<file path="config.mk">
export PLATFORM = sky130hd
export DESIGN_NAME = fir_filter_circular_q15_flat
export DESIGN_NICKNAME = d
export VERILOG_FILES = /design/src/hdl/fircq15_pkg.sv /design/src/hdl/fircq15_if.sv /design/src/hdl/fircq15_mac.sv /design/src/hdl/fir_filter_circular_q15.sv /design/src/flat_wrapper.sv
export SDC_FILE = /design/constraint.sdc
export NUM_CORES = 1
export LEC_CHECK = 0
export BUFFER_PORTS_ARGS = -buffer_cell sky130_fd_sc_hd__buf_2
export CAP_MARGIN = 5
export CELL_PAD_IN_SITES_DETAIL_PLACEMENT = 0
export CELL_PAD_IN_SITES_GLOBAL_PLACEMENT = 1
export CORE_MARGIN = 10
export CORE_UTILIZATION = 54
export CTS_CLUSTER_DIAMETER = 200
export DETAILED_ROUTE_END_ITERATION = 6
export GPL_TIMING_DRIVEN = 0
export PLACE_DENSITY_LB_ADDON = 0.12
export RECOVER_POWER = 25
export SETUP_SLACK_MARGIN = 0.4
export SKIP_CTS_REPAIR_TIMING = 1
export SLEW_MARGIN = 40
export SYNTH_ARGS = -nofsm -noshare
export SYNTH_HDL_FRONTEND = slang
export SYNTH_SLANG_ARGS = --single-unit
</file>
<file path="constraint.sdc">
create_clock -name clock -period 7.8 [get_ports clock]
set_input_delay 1.56 -clock clock [delete_from_list [all_inputs] [get_ports clock]]
set_output_delay 1.56 -clock clock [all_outputs]
set_load 0.03 [all_outputs]
</file>
<file path="src/hdl/fircq15_pkg.sv">
// Package for the 33-tap Q15 FIR filter: tap constants, coefficient table,
// control types and the sequencer state encoding. No dependencies.
package fircq15_pkg;

   localparam int TAP_COUNT = 33;
   localparam int TAP_IDX_W = $clog2(TAP_COUNT);
   localparam int COEF_W    = 14;
   localparam int OUT_W     = 32;
   localparam int GUARD_W   = $clog2(TAP_COUNT);

   localparam logic [TAP_IDX_W-1:0] TAP_LAST = TAP_IDX_W'(TAP_COUNT - 1);

   // Symmetric low-pass coefficients, Q15. Entry 0 weights the newest sample.
   localparam logic signed [COEF_W-1:0] COEF_TABLE [TAP_COUNT] = '{
      -14'sd31,  14'sd0,    14'sd50,   14'sd120,  14'sd177,  14'sd158,
      14'sd0,    -14'sd307, -14'sd669, -14'sd892, -14'sd731, 14'sd0,
      14'sd1326, 14'sd3049, 14'sd4784, 14'sd6074, 14'sd6550, 14'sd6074,
      14'sd4784, 14'sd3049, 14'sd1326, 14'sd0,    -14'sd731, -14'sd892,
      -14'sd669, -14'sd307, 14'sd0,    14'sd158,  14'sd177,  14'sd120,
      14'sd50,   14'sd0,    -14'sd31
   };

   // Flags that travel with one tap through the multiply-accumulate pipe.
   typedef struct packed {
      logic valid;
      logic first;
      logic last;
   } mac_ctrl_type;

   typedef enum logic [3:0] {
      ST_IDLE  = 4'b0001,
      ST_RUN   = 4'b0010,
      ST_DRAIN = 4'b0100,
      ST_DONE  = 4'b1000
   } state_type;

endpackage

</file>
<file path="src/hdl/fircq15_if.sv">
// Valid/ready channel interfaces for the FIR filter's request and result.
// Depends on fircq15_pkg for the result width.
interface fircq15_req_if #(parameter int WIDTH = 16) ();
   logic                    valid;
   logic                    ready;
   logic signed [WIDTH-1:0] sample_in;

   modport source (output valid, output sample_in, input ready);
   modport sink   (input valid, input sample_in, output ready);
endinterface

interface fircq15_rsp_if import fircq15_pkg::*; ();
   logic                    valid;
   logic                    ready;
   logic signed [OUT_W-1:0] filtered_out;

   modport source (output valid, output filtered_out, input ready);
   modport sink   (input valid, input filtered_out, output ready);
endinterface

</file>
<file path="src/hdl/fircq15_mac.sv">
// Shared multiply-accumulate unit: one registered product, one accumulator.
// Depends on fircq15_pkg.
module fircq15_mac import fircq15_pkg::*; #(
   parameter int SAMPLE_WIDTH = 16
) (
   input  logic                           clock,
   input  logic                           reset,
   input  mac_ctrl_type                   ctrl,
   input  logic signed [SAMPLE_WIDTH-1:0] sample,
   input  logic signed [COEF_W-1:0]       coef,
   output logic                           done,
   output logic signed [OUT_W-1:0]        acc_out
);

   localparam int PROD_W = SAMPLE_WIDTH + COEF_W;
   localparam int ACC_W  = (PROD_W + GUARD_W > OUT_W) ? PROD_W + GUARD_W : OUT_W;

   mac_ctrl_type              prod_ctrl_ff;
   logic signed [PROD_W-1:0]  prod_ff;
   logic signed [PROD_W-1:0]  prod_in;
   logic signed [ACC_W-1:0]   prod_ext;
   logic signed [ACC_W-1:0]   acc_ff;
   logic signed [ACC_W-1:0]   acc_in;
   logic                      done_ff;

   // Both operands are sign-extended to the full product width first.
   assign prod_in  = PROD_W'(sample) * PROD_W'(coef);
   assign prod_ext = {{(ACC_W-PROD_W){prod_ff[PROD_W-1]}}, prod_ff};
   assign acc_in   = prod_ctrl_ff.first ? prod_ext : acc_ff + prod_ext;

   always_ff @(posedge clock) begin
      if (reset) begin
         prod_ctrl_ff <= '0;
         done_ff      <= 1'b0;
      end else begin
         prod_ctrl_ff <= ctrl;
         done_ff      <= prod_ctrl_ff.valid && prod_ctrl_ff.last;
      end
   end

   always_ff @(posedge clock) begin
      if (ctrl.valid) begin
         prod_ff <= prod_in;
      end
      if (prod_ctrl_ff.valid) begin
         acc_ff <= acc_in;
      end
   end

   assign done    = done_ff;
   assign acc_out = acc_ff[OUT_W-1:0];

endmodule

</file>
<file path="src/hdl/fir_filter_circular_q15.sv">
// 33-tap direct-form low-pass FIR filter on signed Q15 samples with a circular
// delay line held in a synchronous memory. Each request carries one sample; it
// is written at the write pointer and the block then walks all 33 taps through
// one shared multiply-accumulate unit, one tap per cycle, and returns one
// signed Q30 result (low 32 bits of the 36-bit accumulator, no saturation).
// A result becomes valid once the tap reads have passed the read, multiply
// and accumulate registers of the pipeline and the drain and result hand-off
// states; the next request is accepted only after that hand-off, so the block
// takes no new sample while one is still being filtered. A finished result sits
// in the output register, so a new request is taken while it waits; the block
// only stalls at the end of the next computation if that result is still not
// taken. The delay line needs no clearing pass after reset: one valid flag per
// entry is cleared by reset and an entry never written reads as zero.
// Depends on fircq15_pkg, fircq15_if and fircq15_mac.
module fir_filter_circular_q15 import fircq15_pkg::*; #(
   parameter int SAMPLE_WIDTH = 16
) (
   input  logic          clock,
   input  logic          reset,
   fircq15_req_if.sink   req_if,
   fircq15_rsp_if.source rsp_if
);

   // Delay line memory: one write port (new sample on request), one read port
   // (tap walk). Writes happen only in the idle state and reads only in the
   // run state, so the two never touch the same entry in one cycle.
   logic signed [SAMPLE_WIDTH-1:0] line_mem [TAP_COUNT];

   logic [TAP_COUNT-1:0] line_valid_ff, line_valid_in;
   logic [TAP_IDX_W-1:0] wr_ptr_ff, wr_ptr_in;
   logic [TAP_IDX_W-1:0] pos_ff, pos_in;
   logic [TAP_IDX_W-1:0] tap_ff, tap_in;
   state_type            state_ff, state_in;

   // Read stage: memory data, its valid flag and the matching coefficient.
   logic signed [SAMPLE_WIDTH-1:0] rd_data_ff;
   logic                           rd_valid_ff;
   logic signed [COEF_W-1:0]       coef_ff;
   mac_ctrl_type                   mac_ctrl_ff, mac_ctrl_in;
   logic signed [SAMPLE_WIDTH-1:0] tap_sample;

   logic                    mac_done;
   logic signed [OUT_W-1:0] mac_acc;

   logic                    rsp_valid_ff, rsp_valid_in;
   logic signed [OUT_W-1:0] rsp_data_ff;

   logic req_accept;
   logic issue;
   logic rsp_load;

   assign req_if.ready = (state_ff == ST_IDLE);
   assign req_accept   = req_if.valid && req_if.ready;
   assign issue        = (state_ff == ST_RUN);
   assign rsp_load     = (state_ff == ST_DONE) && (!rsp_valid_ff || rsp_if.ready);

   // Sequencer: capture the sample, walk the taps from the newest sample
   // toward older ones, wait for the pipeline to drain, then hand off.
   always_comb begin
      state_in      = state_ff;
      wr_ptr_in     = wr_ptr_ff;
      pos_in        = pos_ff;
      tap_in        = tap_ff;
      line_valid_in = line_valid_ff;
      case (state_ff)
         ST_IDLE: begin
            if (req_accept) begin
               line_valid_in[wr_ptr_ff] = 1'b1;
               pos_in    = wr_ptr_ff;
               tap_in    = '0;
               wr_ptr_in = (wr_ptr_ff == '0) ? TAP_LAST : wr_ptr_ff - 1'b1;
               state_in  = ST_RUN;
            end
         end
         ST_RUN: begin
            pos_in = (pos_ff == TAP_LAST) ? '0 : pos_ff + 1'b1;
            tap_in = tap_ff + 1'b1;
            if (tap_ff == TAP_LAST) begin
               state_in = ST_DRAIN;
            end
         end
         ST_DRAIN: begin
            if (mac_done) begin
               state_in = ST_DONE;
            end
         end
         ST_DONE: begin
            if (rsp_load) begin
               state_in = ST_IDLE;
            end
         end
         default: begin
            state_in = ST_IDLE;
         end
      endcase
   end

   always_comb begin
      mac_ctrl_in.valid = issue;
      mac_ctrl_in.first = issue && (tap_ff == '0);
      mac_ctrl_in.last  = issue && (tap_ff == TAP_LAST);
   end

   // The output register holds a result until it is taken; a new one is
   // loaded in the same cycle the old one leaves.
   always_comb begin
      rsp_valid_in = rsp_valid_ff && !rsp_if.ready;
      if (rsp_load) begin
         rsp_valid_in = 1'b1;
      end
   end

   always_ff @(posedge clock) begin
      if (reset) begin
         state_ff      <= ST_IDLE;
         wr_ptr_ff     <= '0;
         pos_ff        <= '0;
         tap_ff        <= '0;
         line_valid_ff <= '0;
         mac_ctrl_ff   <= '0;
         rsp_valid_ff  <= 1'b0;
      end else begin
         state_ff      <= state_in;
         wr_ptr_ff     <= wr_ptr_in;
         pos_ff        <= pos_in;
         tap_ff        <= tap_in;
         line_valid_ff <= line_valid_in;
         mac_ctrl_ff   <= mac_ctrl_in;
         rsp_valid_ff  <= rsp_valid_in;
      end
   end

   always_ff @(posedge clock) begin
      if (req_accept) begin
         line_mem[wr_ptr_ff] <= req_if.sample_in;
      end
      if (issue) begin
         rd_data_ff  <= line_mem[pos_ff];
         rd_valid_ff <= line_valid_ff[pos_ff];
         coef_ff     <= COEF_TABLE[tap_ff];
      end
      if (rsp_load) begin
         rsp_data_ff <= mac_acc;
      end
   end

   // An entry never written since reset contributes zero.
   assign tap_sample = rd_valid_ff ? rd_data_ff : '0;

   fircq15_mac #(
      .SAMPLE_WIDTH (SAMPLE_WIDTH)
   ) u_mac (
      .clock   (clock),
      .reset   (reset),
      .ctrl    (mac_ctrl_ff),
      .sample  (tap_sample),
      .coef    (coef_ff),
      .done    (mac_done),
      .acc_out (mac_acc)
   );

   assign rsp_if.valid        = rsp_valid_ff;
   assign rsp_if.filtered_out = rsp_data_ff;

endmodule

</file>
<file path="src/flat_wrapper.sv">
// flat-port wrapper written by rule: the top's interface ports become plain ports
module fir_filter_circular_q15_flat import fircq15_pkg::*;
#(
   parameter int SAMPLE_WIDTH = 16
)
  (clock, reset, req_if_valid, req_if_sample_in, req_if_ready, rsp_if_valid, rsp_if_filtered_out, rsp_if_ready);
  fircq15_req_if #(.WIDTH((16))) req_if_i ();
  fircq15_rsp_if rsp_if_i ();
  input  logic clock;
  input  logic reset;
  input wire logic [$bits(req_if_i.valid)-1:0] req_if_valid;
  input wire logic [$bits(req_if_i.sample_in)-1:0] req_if_sample_in;
  output wire logic [$bits(req_if_i.ready)-1:0] req_if_ready;
  output wire logic [$bits(rsp_if_i.valid)-1:0] rsp_if_valid;
  output wire logic [$bits(rsp_if_i.filtered_out)-1:0] rsp_if_filtered_out;
  input wire logic [$bits(rsp_if_i.ready)-1:0] rsp_if_ready;
  assign req_if_i.valid = req_if_valid;
  assign req_if_i.sample_in = req_if_sample_in;
  assign req_if_ready = req_if_i.ready;
  assign rsp_if_valid = rsp_if_i.valid;
  assign rsp_if_filtered_out = rsp_if_i.filtered_out;
  assign rsp_if_i.ready = rsp_if_ready;
  fir_filter_circular_q15 #(.SAMPLE_WIDTH(SAMPLE_WIDTH)) u_core (.clock(clock), .reset(reset), .req_if(req_if_i), .rsp_if(rsp_if_i));
endmodule
</file>
## Yosys cells after proc, flatten, opt, wreduce, memory -nomap -nowiden

Memory sizes are Yosys's and may differ from the RTL's. A register that Yosys moved wholly into a read port is not among the register bits.
Index checks and enable logic that the tools add are counted.

- Word-level logic and storage cells: 75
- ROM bits: 896
- Input bits: 20
- Register bits after elaboration: 162
- Memories kept: 2
- Output and inout bits: 34
- Bits in writable memories: 528

- $lt $le $gt $ge: 3
- Multiply operators: 1
- Add/subtract/negate cells: 4
- Mux-type cells: 20
- Equal/unequal tests: 10
- Reduce and logical (&&, ||, !) cells: 16
- Bitwise operators: 2

Memories:

| name | words | bits a word | rd ports | clocked after Yosys merged registers in | wr ports | line | text |
|---|---|---|---|---|---|---|---|
| (no name shown) | 64 | 14 | 1 | 1 | 0 | fir_filter_circular_q15.sv:140 | `coef_ff <= COEF_TABLE[tap_ff];` |
| u_core.line_mem | 33 | 16 | 1 | 1 | 1 | fir_filter_circular_q15.sv:27 | `logic signed [SAMPLE_WIDTH-1:0] line_mem [TAP_COUNT];` |

Operators with widths:

| cell | number |
|---|---|
| adder 36 x 30 -> 36 bit | 1 |
| two-way mux 36 bit | 1 |
| OR 33 bit | 1 |
| multiplier 16 x 14 -> 30 bit | 1 |
| two-way mux 6 bit | 4 |
| case mux 6 bit (2 select lines) | 2 |
| two-way mux 16 bit | 1 |
| two-way mux 4 bit | 4 |
| case mux 4 bit (4 select lines) | 1 |
| < comparator 6 x 7 -> 1 bit, second input constant | 2 |
| adder 6 x 1 -> 6 bit, second input constant | 2 |
| == test 6 bit, second input constant | 2 |
| logical NOT 6 bit | 2 |
| logical AND 1 bit | 7 |
| inverter 6 -> 7 bit | 1 |
| binary-select mux 1 bit (select 6 bit) | 1 |
| demux 1 bit (select 6 bit) | 1 |
| >= comparator 6 x 1 -> 1 bit, second input constant | 1 |
| inequality test 2 bit, second input constant | 3 |
| subtractor 6 x 1 -> 6 bit, second input constant | 1 |
| two-way mux 1 bit | 5 |
| == test 4 x 1 -> 1 bit, second input constant | 1 |
| == test 4 x 2 -> 1 bit, second input constant | 1 |
| == test 4 x 3 -> 1 bit, second input constant | 1 |
| 7 further kinds | 9 |

## Longest topological paths before layout

Gate-level depths: netlist of run 1.

- Word-level depth: 5
- Mapped depth: 24
- Depth with buffers taken out: 22

## Cells and area by module

From an unflattened synthesis of run 1, not the netlist that was laid out.

- Cell total of the unflattened synthesis: 2,722
- Area, all modules: 38,276.7 µm²

Modules (own cells, without submodules):

| module | seq. area each (µm²) | times used | area each (µm²) | cells each |
|---|---|---|---|---|
| fir_filter_circular_q15 | 18,928.2 | 1 | 26,001.2 | 1,441 |
| fircq15_mac | 1,941.9 | 1 | 12,275.5 | 1,281 |

## Least setup slack after synthesis of run 1

Ideal clock, no wire load.

- Kind: register to register
- Start point: register u_core.rd_valid_ff
- End point: register u_core.u_mac.prod_ff[29], data pin
- Clock period less this slack: 6.422 ns
- Setup time: 0.272 ns
- Required time: 7.528 ns
- Path slack: 1.378 ns
- Cell stages (with the launch flop): 22
- Path buffers: 3
- Data arrival time: 6.150 ns
- Path through: edfxtp_1 clkbuf_1 and2_1 clkbuf_1 nand2_1 fa_1 fa_1 inv_1 fa_1 fa_1 fa_1 inv_1 fa_1 inv_1 ha_1 buf_2 a2111oi_0 o21ai_0 a221oi_1 a21oi_1 o41ai_2 o211ai_1

- Cells in the longest elaborated chain, start to end: 2

RTL lines:

| what | line | text |
|---|---|---|
| from (decl) | fir_filter_circular_q15.sv:37 | `logic rd_valid_ff;` |
| from (signal assigned) | fir_filter_circular_q15.sv:139 | `rd_valid_ff <= line_valid_ff[pos_ff];` |
| two-way mux 16 bit | fir_filter_circular_q15.sv:148 | `assign tap_sample = rd_valid_ff ? rd_data_ff : '0;` |
| multiplier 16 x 14 -> 30 bit | fircq15_mac.sv:27 | `assign prod_in = PROD_W'(sample) * PROD_W'(coef);` |
| named net u_core.u_mac.prod_in[29] | fircq15_mac.sv:20 | `logic signed [PROD_W-1:0] prod_in;` |
| to (signal assigned) | fircq15_mac.sv:43 | `prod_ff <= prod_in;` |
| to (decl) | fircq15_mac.sv:19 | `logic signed [PROD_W-1:0] prod_ff;` |

The timed path passes the listed nets, and every way through them passes these cells.
A chain may end at the register's enable or synchronous reset.

## Worst setup path after layout of run 1

- Start point: register u_core.rd_valid_ff
- End point: register u_core.u_mac.prod_ff[28], data pin

The elaborated chain is that of the path after synthesis.

==> results of run 1 <==
-- final cells by class --
| cell class | count | area share (%) |
|---|---|---|
| buffer | 132 | 1.28 |
| clock buffer | 98 | 4.73 |
| clock inverter | 36 | 1.02 |
| inverter | 286 | 2.52 |
| multi-input combinational | 1560 | 37.0 |
| sequential | 716 | 48.8 |
| tap | 940 | 2.75 |
| timing repair buffer | 95 | 2.00 |
-- cell usage in the layout (no fill, tap or decap), types with 9 or more instances in the layout --
cell       synthesis  final
inv_1            285    284
clkbuf_16          0     75
mux4_2           161    161
buf_4              1     12
ha_1             115    114
nor2b_1           19     19
and3_1           119    118
clkbuf_1          98    112
o21ai_0           90     88
and2_1            21     21
xor2_1            16     16
clkinv_1           1     12
a211oi_1          21     21
nor2_1           162    130
buf_2             20     69
xnor2_1           39     39
o21a_1            14     14
nand2_1          214    213
o31ai_1           12     12
a21o_1            15     15
o211ai_1          15     15
nand2b_1          16     16
nor3_1            23     21
nor2_4             0     32
clkinv_2           0     11
fa_1             220    218
edfxtp_1         653    653
a311oi_1          15      9
nand3_1           32     32
a21oi_1           83     82
dfxtp_1           63     63
mux2i_1           11     11
buf_8              0     27
clkbuf_2           0     11
-- state kept, by name, summed over array words and instances (netlist names) --
name / flops
u_core.pos_ff: 6
u_core.rd_data_ff: 16
u_core.coef_ff: 14
u_core.u_mac.acc_ff: 32
u_core.u_mac.done: 1
u_core.state_ff: 4
u_core.wr_ptr_ff: 6
u_core.rd_valid_ff: 1
u_core.line_mem: 528
u_core.u_mac.prod_ctrl_ff: 3
u_core.u_mac.prod_ff: 30
u_core.line_valid_ff: 33
u_core.mac_ctrl_ff: 3
u_core.rsp_if.valid: 1
u_core.tap_ff: 6
u_core.rsp_if.filtered_out: 32
-- power by group --
group | leakage [uW] | switching (uW) | internal [uW]
Sequential | 0.00639 | 42.0 | 4310
Clock | 0.00119 | 1490 | 2020
Combinational | 0.00817 | 1310 | 792
-- worst reg2reg max path: cells and delay by family (launching register included) --
kind / cells / cell delay, ns
simple gates: 2 / 0.35
buf+inv: 5 / 0.95
compound gates: 7 / 1.90
flops: 1 / 0.48
fa+ha+maj: 7 / 3.38
-- cell families after synthesis --
logic type / count (synthesis)
buffers and inverters: 418
AOI/OAI and AO/OA: 333
and+or+nand+nor: 660
adders and majority gates: 335
muxes: 177
DFF: 716
xor gates and xnor gates: 55
-- final timing paths --
path / from / end / slack [ns]
max: u_core.rd_valid_ff$_DFFE_PP_ / u_core.u_mac.prod_ff[28]$_DFFE_PP_ / 0.44
min: u_core.mac_ctrl_ff[0]$_SDFF_PP0_ / u_core.u_mac.prod_ctrl_ff[0]$_SDFF_PP0_ / 0.45
min reg2reg: u_core.mac_ctrl_ff[0]$_SDFF_PP0_ / u_core.u_mac.prod_ctrl_ff[0]$_SDFF_PP0_ / 0.45
max reg2reg: u_core.rd_valid_ff$_DFFE_PP_ / u_core.u_mac.prod_ff[28]$_DFFE_PP_ / 0.44
-- per-stage QoR --
step / total power, uW / setup WS, ns / area, um^2 / hold slack, ns / util, %
floorplan: 5770 / 1.38 / 37900 / 0.414 / -
global placement: 6430 / -0.892 / 39400 / 0.425 / 56.3
detailed placement: 6520 / -0.708 / 40200 / 0.441 / 57.6
CTS: 10000 / -0.760 / 42700 / 0.452 / 61.1
global route: 10400 / 0.173 / 42800 / 0.467 / 61.2
finish: 9970 / 0.440 / 42800 / 0.452 / 61.2
-- layer usage --
metal | vias to the layer above | GRT usage, % | wire, um | part of all wire, %
met5 | - | 0 | 12 | 0.012
met4 | 2 | 10.4 | 4540 | 4.7
met3 | 215 | 3.79 | 5300 | 5.4
met2 | 780 | 42.9 | 50500 | 52
met1 | 11800 | 29.3 | 37100 | 38
li1 | 10200 | - | - | -
==> metrics.txt, run 1 <==
Worst path depth 21; Synth Area in Compound Gates 5.74%; mapped cell area about 38000 um^2; Root Driver clkbuf_16; part of the Yosys area used for sequential elements between 50% and 60%; CP Launch Type flip-flop; final hold vios 0; largest family of logic cells by synthesized area adder cells; Final min period 7.36 ns; vias in the first global route 24200; # port buffers 52; Vias/cell 5.95; cell taking the most area after synthesis edfxtp_1; Crit-path slowest cell fa_1; unique cell type count in the Yosys netlist 82; RSZ-0062 raised after global routing false; top post-synthesis cells by area edfxtp_1, fa_1, mux4_2; drt drc 0; Syn-to-layout area delta 12.8%; die height between 200 and 300 um; largest net degree at the start of global routing 41; Reg area 20900 um^2; top-count cell post-synth edfxtp_1; fillcell total roughly 5400; CP dominant cell by count fa_1; Iter 0 DRT Violations 1910; max-slew violations 80; Peak VDD IR 0.000186 V; Worst Path Buf+Inv 5; DR WL/cell between 20 and 30 um; Synth Area in XOR/XNOR 1.27%; fin nets 3220; vias 23000; max_cap viols 4; Post-synth EDFFs 653; Fin Setup TNS 0 ns; DP Cell Count 3723; multiplexer area fraction after synthesis 9.99%; Cells after Synth approximately 2700; Final Skew 0.0833 ns; worst hold stages 1; die area 81300 um^2; leakage 0.0158 uW; CORE AREA 69900 um^2; clock-pin slew on the worst setup and hold paths 0.06 ns; period utilization 94.4%; Avg Inst Size Synth around 14 um^2; # rows 97; io pins between 50 and 60; CP Data Arrival Time roughly 7.7 ns; H-tree Lvls 3; ys async rst share 0%; Synthesis Warnings 0; Layout Cells excl Fill between 3000 and 4000; Slew @ Worst Pin 1.75 ns; crit-path max FO 10; Die Wd 285 um; crit path kind flip-flop to flip-flop; normalized max-slew margin -16.6%; register bit total from synthesis 716; total global-route track usage 24.3%; post-synth net total 3049; PD cells 233 nW/um^2; HPWL Detailed 72.4 mm; Critical Path, Cell by Cell clkbuf_1 > and2_1 > buf_1 > nand2_1 > fa_1 > inv_1 > fa_1 > fa_1 > fa_1 > fa_1 > inv_1 > fa_1 > inv_1 > ha_1 > a21o_1 > a21oi_1 > o211ai_1 > o21ai_0 > a2bb2oi_1 > a31oi_1 > o211ai_1; first drt pass iteration count 6; ant diodes 0; GPL Wtd Cong 0.919; status finished with violations; CTS Buf Count between 70 and 80; TritonCTS sink count 716; antenna violations before repair 3; R2R cell count 21; Peak Freq 136 MHz; CP peak stage delay 0.56 ns; top cells by count, synth edfxtp_1, inv_1, fa_1; post-route ant nets 0; clock buffer depth 3; failing checks max-capacitance violations, max-slew violations; worst skew pair latency 0.64 ns; CP Capture Type flip-flop; Initial Util a little over half; worst path required time 8.09 ns; Setup Viol. Count Final 0; Simple-Gate Fraction of Synth Area around 8.4%; crit-path leading delay family adder cells; area of the multi-input gates ~16000 um^2; Post-Synth Adder-Cell Area 15.4%; HP Class flip-flop to flip-flop; Final Routed Wirelength 97.5 mm; top cell type's share of synthesized area 51.7%; Top FF cell, synth edfxtp_1; first-pass GRT wire length 149 mm; total gr overflow 0; share of cells above drive strength 1 approximately 16%; CTS tree yes
Note: power is estimated with default switching activity, not from simulation.
==> run 2, diff against run 1 <==
Settings changed: CTS_BUF_LIST set to sky130_fd_sc_hd__clkbuf_16.
==> metrics.txt, run 2 (same netlist as run 1, synthesis figures left out) <==
status finished with violations; failing checks max-capacitance violations, max-slew violations; Iter 0 DRT Violations 1675; commonest cells after routing, fill and taps aside edfxtp_1, inv_1, fa_1; Reg-to-Reg End u_core.u_mac.prod_ff[29]$_DFFE_PP_; H-tree Lvls 3; Net Sw Frac 28.7%; Initial Util 54.3%; fin nets 3220; HP Class flip-flop to flip-flop; CTS Buf Count 74; CORE AREA 69900 um^2; Die Wd 285 um; Post-Place Setup Slack -0.708 ns; RSZ-0062 raised after global routing false; first drt pass iteration count 5; # port buffers 52; Peak Freq 137 MHz; clock share of power 34.7%; period utilization between 90% and 100%; fillcell total 5376; most common cell after layout, fill and taps aside edfxtp_1; worst path required time between 8 and 9 ns; clock buffer depth 3; Largest Register u_core.line_mem; die area around 81000 um^2; TritonCTS sink count 716; leakage between 0.015 and 0.02 uW; CP Capture Type flip-flop; GPL Wtd Cong 0.919; vias in the first global route ~24000; io pins 54; crit path kind flip-flop to flip-flop; Hold Startpoint u_core.mac_ctrl_ff[0]$_SDFF_PP0_; R2R cell count 22; total gr overflow 0; normalized max-slew margin -17.2%; max reg flops 528; crit-path max FO 10; max-slew violations 136; DP Cell Count around 3700; CP Launch Type flip-flop; Final min period between 7 and 8 ns; die height 285 um; Final Skew 0.0792 ns; P_sw around 2800 uW; Comb pwr share 21.3%; FF-to-FF setup slack 0.50 ns; Finished Cell Area 42700 um^2; Root Driver clkbuf_16; total chip power 9880 uW; antenna violations before repair 3; PD cells 231 nW/um^2; HPWL Detailed 72.4 mm; Area after DPL 40200 um^2; max_cap viols 5; Slew @ Worst Pin around 1.8 ns; drt drc 0; Setup Viol. Count Final 0; Worst Hold Endpoint u_core.u_mac.prod_ctrl_ff[0]$_SDFF_PP0_; worst skew pair latency between 0.6 and 0.7 ns; Layout Cells excl Fill 3863; # rows 97; CP Data Arrival Time 7.65 ns; ant diodes 0; worst hold stages 1; post-route ant nets 0; DR WL/cell 25.2 um; first-pass GRT wire length 149 mm; Final Routed Wirelength 97.5 mm; Syn-to-layout area delta 12.6%; CTS tree yes; biggest regs u_core.line_mem x528, u_core.line_valid_ff x33; Peak VDD IR approximately 0.00019 V; largest net degree at the start of global routing 41; Int Power 7040 uW; worst r2r src u_core.rd_valid_ff$_DFFE_PP_; clock-pin slew on the worst setup and hold paths 0.06 ns; share of cells above drive strength 1 15.9%; vias 23100; final hold vios 0; Vias/cell 5.97; Setup WS post-layout 0.496 ns; register share of total power between 40 and 50%; total global-route track usage 24.3%
[run 2: area by class of cell]
cell class	count	area [um^2]	share of cell area, %
Sequential cell	716	20900	48.8
Multi-Input combinational cell	1560	15800	37.0
Clock buffer	75	1880	4.39
Tap cell	940	1180	2.75
Inverter	286	1080	2.52
Timing Repair Buffer	95	855	2.00
Buffer	132	551	1.29
Clock inverter	59	522	1.22
[run 2: worst max-delay path, stage by stage, from the launching register on]
cell,delay (ns)
edfxtp_1,0.49
clkbuf_1,0.35
and2_1,0.18
clkbuf_2,0.21
nand2_1,0.14
fa_2,0.55
fa_2,0.68
clkinvlp_4,0.15
fa_1,0.48
fa_1,0.46
fa_1,0.52
inv_1,0.06
fa_1,0.50
inv_1,0.04
ha_1,0.37
inv_1,0.13
nor4_1,0.38
a221oi_2,0.10
buf_4,0.18
a21oi_2,0.23
o41ai_2,0.09
buf_4,0.15
o211ai_1,0.60
[run 2: power by group through the flow]
stage	registers [uW]	logic, uW	clock network, uW
2_1_floorplan	4410	1360	0
3_3_place_gp	4430	2000	0
3_5_place_dp	4430	2080	0
4_1_cts	4350	2090	3480
5_1_grt	4360	2320	3640
6_report	4350	2100	3430
[run 2: worst max path at each step]
| stage | startpoint | endpoint |
|---|---|---|
| 2_1_floorplan | u_core.rd_valid_ff$_DFFE_PP_ | u_core.u_mac.prod_ff[29]$_DFFE_PP_ |
| 3_3_place_gp | u_core.rd_valid_ff$_DFFE_PP_ | u_core.u_mac.prod_ff[27]$_DFFE_PP_ |
| 3_5_place_dp | u_core.rd_valid_ff$_DFFE_PP_ | u_core.u_mac.prod_ff[27]$_DFFE_PP_ |
| 4_1_cts | u_core.rd_valid_ff$_DFFE_PP_ | u_core.u_mac.prod_ff[27]$_DFFE_PP_ |
| 5_1_grt | u_core.rd_valid_ff$_DFFE_PP_ | u_core.u_mac.prod_ff[29]$_DFFE_PP_ |
| 6_report | u_core.rd_valid_ff$_DFFE_PP_ | u_core.u_mac.prod_ff[29]$_DFFE_PP_ |
[run 2: metal layers]
layer	track usage, %	share of wire (%)
met5	0	0.012
met1	29.3	38
met4	10.5	4.6
met3	3.74	5.3
met2	42.9	52
[run 2: stage by stage]
| step | hold WS, ns | utilization, % | TNS (ns) |
|---|---|---|---|
| final | 0.452 | 61.1 | 0 |
| after global routing | 0.467 | 61.1 | 0 |
| after CTS | 0.452 | 61.0 | -2.33 |
| after detailed placement | 0.441 | 57.6 | -2.03 |
| after global placement | 0.425 | 56.3 | -1.96 |
| after floorplan | 0.414 | - | 0 |
==> run 3, diff against run 2 <==
Settings changed: CORE_UTILIZATION 54 to 30, CTS_CLUSTER_SIZE set to 25.
==> metrics.txt, run 3 (same netlist as run 1, synthesis figures left out) <==
status finished with violations; failing checks max-capacitance violations, max-slew violations; Crit-path slowest cell fa_1; max_cap viols 12; die area around 140000 um^2; leakage 0.0152 uW; worst path required time 8.13 ns; total gr overflow 0; CORE AREA around 130000 um^2; clock buffer depth 3; CP Capture Type flip-flop; io pins 54; post-route ant nets 0; crit path kind flip-flop to flip-flop; HPWL Detailed 82.8 mm; max reg flops 528; Peak VDD IR around 0.00018 V; PD cells 200 nW/um^2; RSZ-0062 raised after global routing false; GPL Wtd Cong roughly 0.85; antenna violations before repair 2; Final Routed Wirelength 110 mm; worst skew pair latency 0.64 ns; CP Data Arrival Time 7.45 ns; final hold vios 0; normalized max-slew margin -13.7%; # port buffers 52; total global-route track usage ~15%; Slew @ Worst Pin 1.71 ns; period utilization between 90 and 100%; Die Wd 376 um; CTS tree yes; CTS Buf Count 34; Final min period 7.12 ns; Peak Freq approximately 140 MHz; commonest cells after routing, fill and taps aside edfxtp_1, inv_1, fa_1; H-tree Lvls 2; vias in the first global route 23800; first-pass GRT wire length 162 mm; crit-path leading delay family adder cells; # rows 130; DR WL/cell 24.4 um; HP Class flip-flop to flip-flop; max-slew violations ~400; drt drc 0; Initial Util 30.2%; Final Skew 0.0497 ns; Iter 0 DRT Violations about 1400; Setup Viol. Count Final 0; Critical Path, Cell by Cell clkbuf_2 > clkbuf_2 > and3_1 > fa_1 > inv_1 > fa_1 > inv_1 > fa_1 > inv_1 > fa_1 > inv_1 > fa_1 > inv_1 > fa_1 > inv_1 > ha_1 > nand4_1 > nor3_1 > o41ai_2 > a31oi_2 > nor2_1 > or3_1 > a31oi_1 > o211ai_1; biggest regs u_core.line_mem x528, u_core.line_valid_ff x33; first drt pass iteration count 6; final core area utilization 33.8%; Syn-to-layout area delta 11.8%; vias around 22000; Root Driver clkbuf_16; largest net degree at the start of global routing 41; Fin Setup TNS 0 ns; fin nets 3180; clock-pin slew on the worst setup and hold paths 0.12 ns; Largest Register u_core.line_mem; crit-path max FO 10; die height 376 um; TritonCTS sink count around 720; Worst Path Buf+Inv 8; CP peak stage delay 0.53 ns; Vias/cell approximately 4.9; CP Launch Type flip-flop; most common cell after layout, fill and taps aside edfxtp_1; share of cells above drive strength 1 14.1%
[run 3: worst paths after layout]
path	from	to	slack, ns	cells after the start
hold / removal	u_core.mac_ctrl_ff[0]$_SDFF_PP0_	u_core.u_mac.prod_ctrl_ff[0]$_SDFF_PP0_	0.46	1
hold reg to reg	u_core.mac_ctrl_ff[0]$_SDFF_PP0_	u_core.u_mac.prod_ctrl_ff[0]$_SDFF_PP0_	0.46	1
setup / recovery	u_core.rd_valid_ff$_DFFE_PP_	u_core.u_mac.prod_ff[28]$_DFFE_PP_	0.68	24
setup reg to reg	u_core.rd_valid_ff$_DFFE_PP_	u_core.u_mac.prod_ff[28]$_DFFE_PP_	0.68	24
[run 3: power breakdown]
| group | switching (uW) | internal, uW | leakage (uW) | total, uW |
|---|---|---|---|---|
| clock | 1260 | 822 | 0.000576 | 2080 |
| sequential | 40.6 | 4310 | 0.00639 | 4350 |
| combinational | 1260 | 779 | 0.00826 | 2040 |
[run 3: layout make-up]
class	count	area, um^2
Antenna cell	1	2.50
Buffer	132	571
Clock buffer	34	851
Clock inverter	28	156
Fill cell	12300	83200
Inverter	286	1080
Multi-Input combinational cell	1560	15800
Sequential cell	716	20900
Tap cell	1650	2060
Timing Repair Buffer	95	1070
[run 3: per-layer routing]
metal  track usage [%]  up-vias  part of all wire (%)
met5                 0        -                     0
met1              19.1    11700                    42
met3              1.47      134                   3.0
met2              28.0      412                    52
li1                  -    10000                     -
met4              4.54        0                   2.9
[run 3: stage by stage]
stage               std cells  setup slack (ns)  total power (uW)  cell area [um^2]  hold WS, ns
detailed placement       4436            -0.375              6510             41400        0.425
finish                   4502             0.678              8470             42400        0.457
global placement         4396            -0.339              6470             40300        0.423
CTS                      4498            -0.377              8610             42400        0.457
floorplan                2694              1.38              5770             37900        0.414
global route             4501             0.344              8940             42400        0.463
